File: config.mk
export PLATFORM = sky130hd
export DESIGN_NAME = bpa_ffs
export DESIGN_NICKNAME = d
export VERILOG_FILES = /design/src/rtl/bpa_pkg.sv /design/src/rtl/bpa_ffs.sv
export SDC_FILE = /design/constraint.sdc
export NUM_CORES = 1
export LEC_CHECK = 0
export BUFFER_PORTS_ARGS = -buffer_cell sky130_fd_sc_hd__buf_2
export CAP_MARGIN = 20
export CORE_AREA = 3 3 53 55
export DETAILED_ROUTE_END_ITERATION = 8
export DIE_AREA = 0 0 56 58
export PLACE_DENSITY = 0.88
export REMOVE_ABC_BUFFERS = 1
export SLEW_MARGIN = 25
export SYNTH_ARGS = -nofsm -noshare
export SYNTH_HDL_FRONTEND = slang
export SYNTH_SLANG_ARGS = --single-unit
File: constraint.sdc
create_clock -name vclk -period 1.4
set_clock_uncertainty 0.1 [all_clocks]
set_input_delay 0.14 -clock vclk [all_inputs]
set_output_delay 0.14 -clock vclk [all_outputs]
set_load 0.01 [all_outputs]
File: src/rtl/bpa_pkg.sv
// Package for the bitmap page allocator: widths, action and status codes,
// state encoding and the structs that pass between the sequencer and the map store.
// Depends on nothing.
package bpa_pkg;

   localparam int NUM_PAGES = 1048576;

   localparam int PAGE_W  = 20;                  // page index width
   localparam int CNT_W   = 21;                  // page count width
   localparam int BIT_W   = 6;                   // page within one map word
   localparam int LANE_W  = 64;                  // bits in one map word
   localparam int WORD_W  = PAGE_W - BIT_W;      // map word address
   localparam int COL_W   = 6;                   // map word within one summary row
   localparam int ROW_W   = WORD_W - COL_W;      // summary row address
   localparam int CHUNK_W = ROW_W - BIT_W;       // 64-bit chunk of the row flags
   localparam int MAP_WORDS = 1 << WORD_W;
   localparam int SUM_ROWS  = 1 << ROW_W;

   localparam logic [CNT_W-1:0] NUM_PAGES_C = CNT_W'(NUM_PAGES);

   typedef enum logic [1:0] {
      ACT_ALLOC   = 2'd0,
      ACT_FREE    = 2'd1,
      ACT_ADD     = 2'd2,
      ACT_RESERVE = 2'd3
   } action_type;

   typedef enum logic [1:0] {
      ST_DONE  = 2'd0,
      ST_OOM   = 2'd1,
      ST_RANGE = 2'd2,
      ST_SAME  = 2'd3
   } status_type;

   typedef enum logic [7:0] {
      S_IDLE  = 8'b0000_0001,
      S_TOP   = 8'b0000_0010,
      S_SUMW  = 8'b0000_0100,
      S_SUMF  = 8'b0000_1000,
      S_MAPW  = 8'b0001_0000,
      S_MAPF  = 8'b0010_0000,
      S_APPLY = 8'b0100_0000,
      S_RESP  = 8'b1000_0000
   } state_type;

   typedef struct packed {
      logic              we;
      logic [LANE_W-1:0] map_data;
      logic [LANE_W-1:0] sum_data;
   } store_wr_type;

   typedef struct packed {
      logic [LANE_W-1:0] map_word;
      logic [LANE_W-1:0] sum_word;
   } store_rd_type;

endpackage

File: src/rtl/bpa_ffs.sv
// Shared find-first-set unit: lowest set bit of a 64-bit word.
// Depends on bpa_pkg.
module bpa_ffs (
   input  logic [bpa_pkg::LANE_W-1:0] vec,
   output logic                       found,
   output logic [bpa_pkg::BIT_W-1:0]  index
);
   import bpa_pkg::*;

   always_comb begin
      found = |vec;
      index = '0;
      for (int i = LANE_W - 1; i >= 0; i--) begin
         if (vec[i]) begin
            index = BIT_W'(i);
         end
      end
   end
endmodule

==> results.cfg, run 1 <==
[outcome]
status = finished with violations
violations = setup timing

[pwr]
p_per_area_nw_per_um2 = 231
p_leak_nw = 0.838
irDropWorstVdd_uv = 163
p_total_uw = 430

[detailed_routing]
vias = 1694
wl_per_cell_um = 14.4
wl_met1_um = 1630
drt_iter0_drc = 58
dr.pass1.iters = 4
routed_via_density = 5.70
met3_length_um = 194
wl_met2_um = 2360
routed_wl_um = 4290
ant_nets = 0
drc = 0
top_layer_used = met4

[job]
maxCapViolations = 0

[finish]
nFlopsAndLatches = 0
stdcell_area_um2 = 1860
antenna_cells = 0
nets = 333
most-common-layout-cells = 64 x buf_2, 50 x buf_4, 17 x nor2_1, 13 x nor4_1
clock_buffers = 0
ff_latch_area_um2 = 0
syn_to_final_growth_pct = 110
drive_gt1_frac = 0.569
final_common_cell = buf_2
final_core_util = 0.766
fill_cells = 189

[global_route]
grt_antenna_before_repair = 0
gr-usage-all-layers = 0.246
grt_pass1_wl_um = 6690
first_global_vias = 1639
grt_max_degree = 6
gr-total-overflow = 0

[logic_synthesis]
yosys.area.top_type = nor4_1
syn_inst = 145
synth_cell_type_count = 40
yosysTopAreaCellShare = 0.113
syn_avg_cell_area_um2 = 6.12
yosys-top-cells-area = nor4_1 11%, nor2_1 8.0%, nor3_1 6.8%
synthesis.area_um2 = 887
ys_seq_area_frac = 0
ys_warn_count = 0

[floorplanning]
die_area_um2 = 3250
die_y_um = 58
rows = 18
initial_utilization = 0.365
coreArea_um2 = 2430
fp.dieW_um = 56
io_pins = 71

[timing]
setup_tns_ns = -2.30
finalSetupViolCount = 7
final.min_clock_period_ns = 1.79
fin_ws_ns = -0.394
rsz0062_at_grt = yes
fmax_mhz = 558
fin_crit_sh = 1.28
finalHoldViolCount = 0
max_slew.worst_pin.slew_ns = 0.423
slew_violations = 0
slew_headroom = 0.715

[placement]
pre_cts_slack_ns = -0.459
place.gp.congestion = 0.900
dpl.hpwl_um = 3250
portBuffers = 71
post_dp_cell_area_um2 = 1660

[critical_path]
path_cells = buf_6, or4_4, nor4b_4, nand3_2, nor2_2, nand3b_1, buf_2
critPathTopFamily = simple AND/OR/NAND/NOR gates
worstSetupStartpointType = primary input
worstPathArrival_ns = 1.55
path_max_fanout = 2
crit_required_ns = 1.16
critPathBufInv = 2
crit_path_max_incr_delay_ns = 0.54
cpMaxStageDelayCell = or4_4
cp-end-kind = output pin
worstSetupPathType = in -> out

[hold_path]
holdCritPathClass = in -> out
-- final timing paths --
| path | slack [ns] | to | from | depth (start not counted) |
|---|---|---|---|---|
| setup / recovery | -0.39 | found | vec[60] | 7 |
| hold / removal | 0.65 | index[3] | vec[1] | 6 |
-- Yosys cell counts, types with 2 or more instances --
| library cell | n |
|---|---|
| o21bai_1 | 3 |
| o21a_1 | 3 |
| nor4_1 | 16 |
| inv_1 | 10 |
| a31oi_1 | 2 |
| nand3_1 | 6 |
| a21boi_1 | 2 |
| nor4_4 | 2 |
| o31ai_1 | 3 |
| nand2_1 | 9 |
| or4_4 | 2 |
| a21oi_1 | 10 |
| or4_1 | 3 |
| nand2b_1 | 4 |
| nor3_1 | 12 |
| nor2_1 | 19 |
| a211oi_1 | 2 |
| nor2b_1 | 4 |
| o21ai_0 | 6 |
| o311ai_1 | 2 |
| o211ai_1 | 4 |
| or3_1 | 3 |
-- routing by layer --
| metal | up-vias | GRT usage |
|---|---|---|
| met2 | 63 | 0.508 |
| met4 | 0 | 0.0644 |
| met1 | 795 | 0.270 |
| met3 | 10 | 0.0111 |
| li1 | 826 | - |
| met5 | - | 0 |
-- through the flow --
stage / hold slack [ns] / cells
5_1_grt: 0.719 / 297
2_1_floorplan: 0.319 / 145
4_1_cts: 0.654 / 297
6_report: 0.651 / 297
3_3_place_gp: 0.649 / 296
3_5_place_dp: 0.652 / 296
-- tightest hold or removal path: cells and delay by family --
kind,cells,cell delay (ns)
AOI/OAI and AO/OA,1,0.03
buffers and inverters,3,0.35
and+or+nand+nor,2,0.09
-- where the power goes --
part	total [mW]	leakage, nW	switching [mW]	internal [mW]
sequential	0	0	0	0
clock	0	0	0	0
combinational	0.430	0.838	0.204	0.226
-- repair_timing --
item	CTS	global route
setup endpoints to repair	7	7
resized for setup	23	16
cloned	0	0
pin swaps	20	6
hold buffers	0	0
setup buffers	1	0
-- final cells by class --
type | count | area (um^2) | share of cell area
Multi-Input combinational cell | 135 | 1000 | 0.538
Tap cell | 30 | 37.5 | 0.0201
Timing Repair Buffer | 122 | 786 | 0.422
Inverter | 10 | 37.5 | 0.0201
-- logic make-up (layout without fill, tap and decap cells) --
group	after synthesis	count (layout)	share of synthesized area
AO/OA/AOI/OAI	47	47	0.364
buffers and inverters	10	132	0.0423
AND/OR/NAND/NOR	88	88	0.594
(Power assumes the default switching activity.)
==> run 2: changes to the inputs <==
- CORE_AREA: 3 3 53 55 -> 10 10 56 58
- DIE_AREA: 0 0 56 58 -> 0 0 66 68
- PLACE_DENSITY: 0.88 -> 0.95
- REMOVE_ABC_BUFFERS: 1 -> unset
- clock period: 1.4 -> 2.2 ns (I/O delays scaled with it)
==> results.cfg, run 2 (same netlist as run 1, synthesis figures left out) <==
[outcome]
status = completed

[pwr]
power_frac_seq = 0
p_comb_frac = 1.000
p_total_uw = 171
swShare = 0.545
p_sw_uw = 93.2
p_leak_nw = 0.528
internal-power_uw = 77.9
irDropWorstVdd_uv = 62.8
clockPowerShare = 0
p_per_area_nw_per_um2 = 134

[timing]
finalSetupViolCount = 0
final.min_clock_period_ns = 2.11
fmax_mhz = 475
max_slew.worst_pin.slew_ns = 0.534
finalHoldViolCount = 0
slew_violations = 0
fin_crit_sh = 0.957
slew_headroom = 0.641
rsz0062_at_grt = no
setup_tns_ns = 0

[critical_path]
critPathTopFamily = simple AND/OR/NAND/NOR gates
path_common_cell = buf_2
crit_path_max_incr_delay_ns = 0.56
cpMaxStageDelayCell = or4_4
path_max_fanout = 4
cp-end-kind = output pin
path_cells = buf_2, or4_4, nor2b_2, nand3_1, nor4_1, buf_2
crit_required_ns = 1.88
cp-startpoint = vec[15]
worstSetupPathType = in -> out
worstPathArrival_ns = 1.79
cp_num_cells = 6
worstSetupStartpointType = primary input
critPathBufInv = 2

[detailed_routing]
vias = 1419
drt_iter0_drc = 94
dr.pass1.iters = 5
routed_wl_um = 3430
drc = 0
ant_nets = 0
routed_via_density = 5.82
wl_per_cell_um = 14.0

[finish]
clock_buffers = 0
multiInputGateArea_um2 = 850
syn_to_final_growth_pct = 44.0
stdcell_area_um2 = 1280
ff_latch_area_um2 = 0
final_core_util = 0.607
final_common_cell = buf_2
drive_gt1_frac = 0.366
fill_cells = 219
nFlopsAndLatches = 0
nets = 282
most-common-layout-cells = 71 x buf_2, 19 x nor2_1, 16 x nor4_1, 12 x nor3_1
antenna_cells = 0

[floorplanning]
io_pins = 71
rows = 17
coreArea_um2 = 2110
die_area_um2 = 4490
initial_utilization = 0.421
die_y_um = 68
fp.dieW_um = 66

[global_route]
gr-usage-all-layers = 0.134
gr-total-overflow = 0
grt_antenna_before_repair = 0
grt_max_degree = 6
first_global_vias = 1300
grt_pass1_wl_um = 5290

[clock_tree]
postCtsSetupBuffers = 0
hold_buffers = 0
cts_resized = 0

[placement]
place.gp.congestion = 0.874
portBuffers = 71
dpl.hpwl_um = 3070
post_dp_cell_area_um2 = 1280

[logic_synthesis]
syn_nets = 209

[hold_path]
holdPathStages = 5
holdCritPathClass = in -> out
min_from = vec[1]

[job]
maxCapViolations = 0
==> run 2: layout make-up <==
| cell class | instances | share of cell area |
|---|---|---|
| multi-input combinational | 135 | 0.665 |
| inverter | 10 | 0.0294 |
| timing repair buffer | 71 | 0.278 |
| tap | 28 | 0.0274 |
==> run 2: tightest hold or removal path, delay by kind of cell <==
| family | cells | cell delay, ns |
|---|---|---|
| AOI/OAI and AO/OA | 1 | 0.03 |
| buffers and inverters | 2 | 0.23 |
| and+or+nand+nor | 2 | 0.13 |
==> run 2: layer usage <==
metal | track usage | wire length, um | share of wire | up-vias
met5 | 0 | 0 | 0 | -
met4 | 0.00785 | 17 | 0.0050 | 0
met3 | 0.0424 | 408 | 0.12 | 2
met2 | 0.240 | 1570 | 0.46 | 73
met1 | 0.159 | 1430 | 0.42 | 618
li1 | - | - | - | 726
==> run 2: power by group through the flow <==
stage / registers [mW] / logic (mW) / clock network [mW]
after global routing: 0 / 0.191 / 0
final: 0 / 0.171 / 0
after floorplan: 0 / 0.0598 / 0
after detailed placement: 0 / 0.169 / 0
after CTS: 0 / 0.170 / 0
after global placement: 0 / 0.166 / 0
==> run 2: final timing paths <==
path / end
worst max-delay path: index[5]
worst min-delay path: index[3]
==> run 2: stage by stage <==
| stage | setup slack [ns] | hold slack (ns) | cells |
|---|---|---|---|
| finish | 0.0942 | 0.718 | 244 |
| CTS | 0.122 | 0.724 | 244 |
| floorplan | 0.415 | 0.479 | 145 |
| detailed placement | 0.131 | 0.724 | 244 |
| global route | 0.0487 | 0.755 | 244 |
| global placement | 0.176 | 0.727 | 244 |
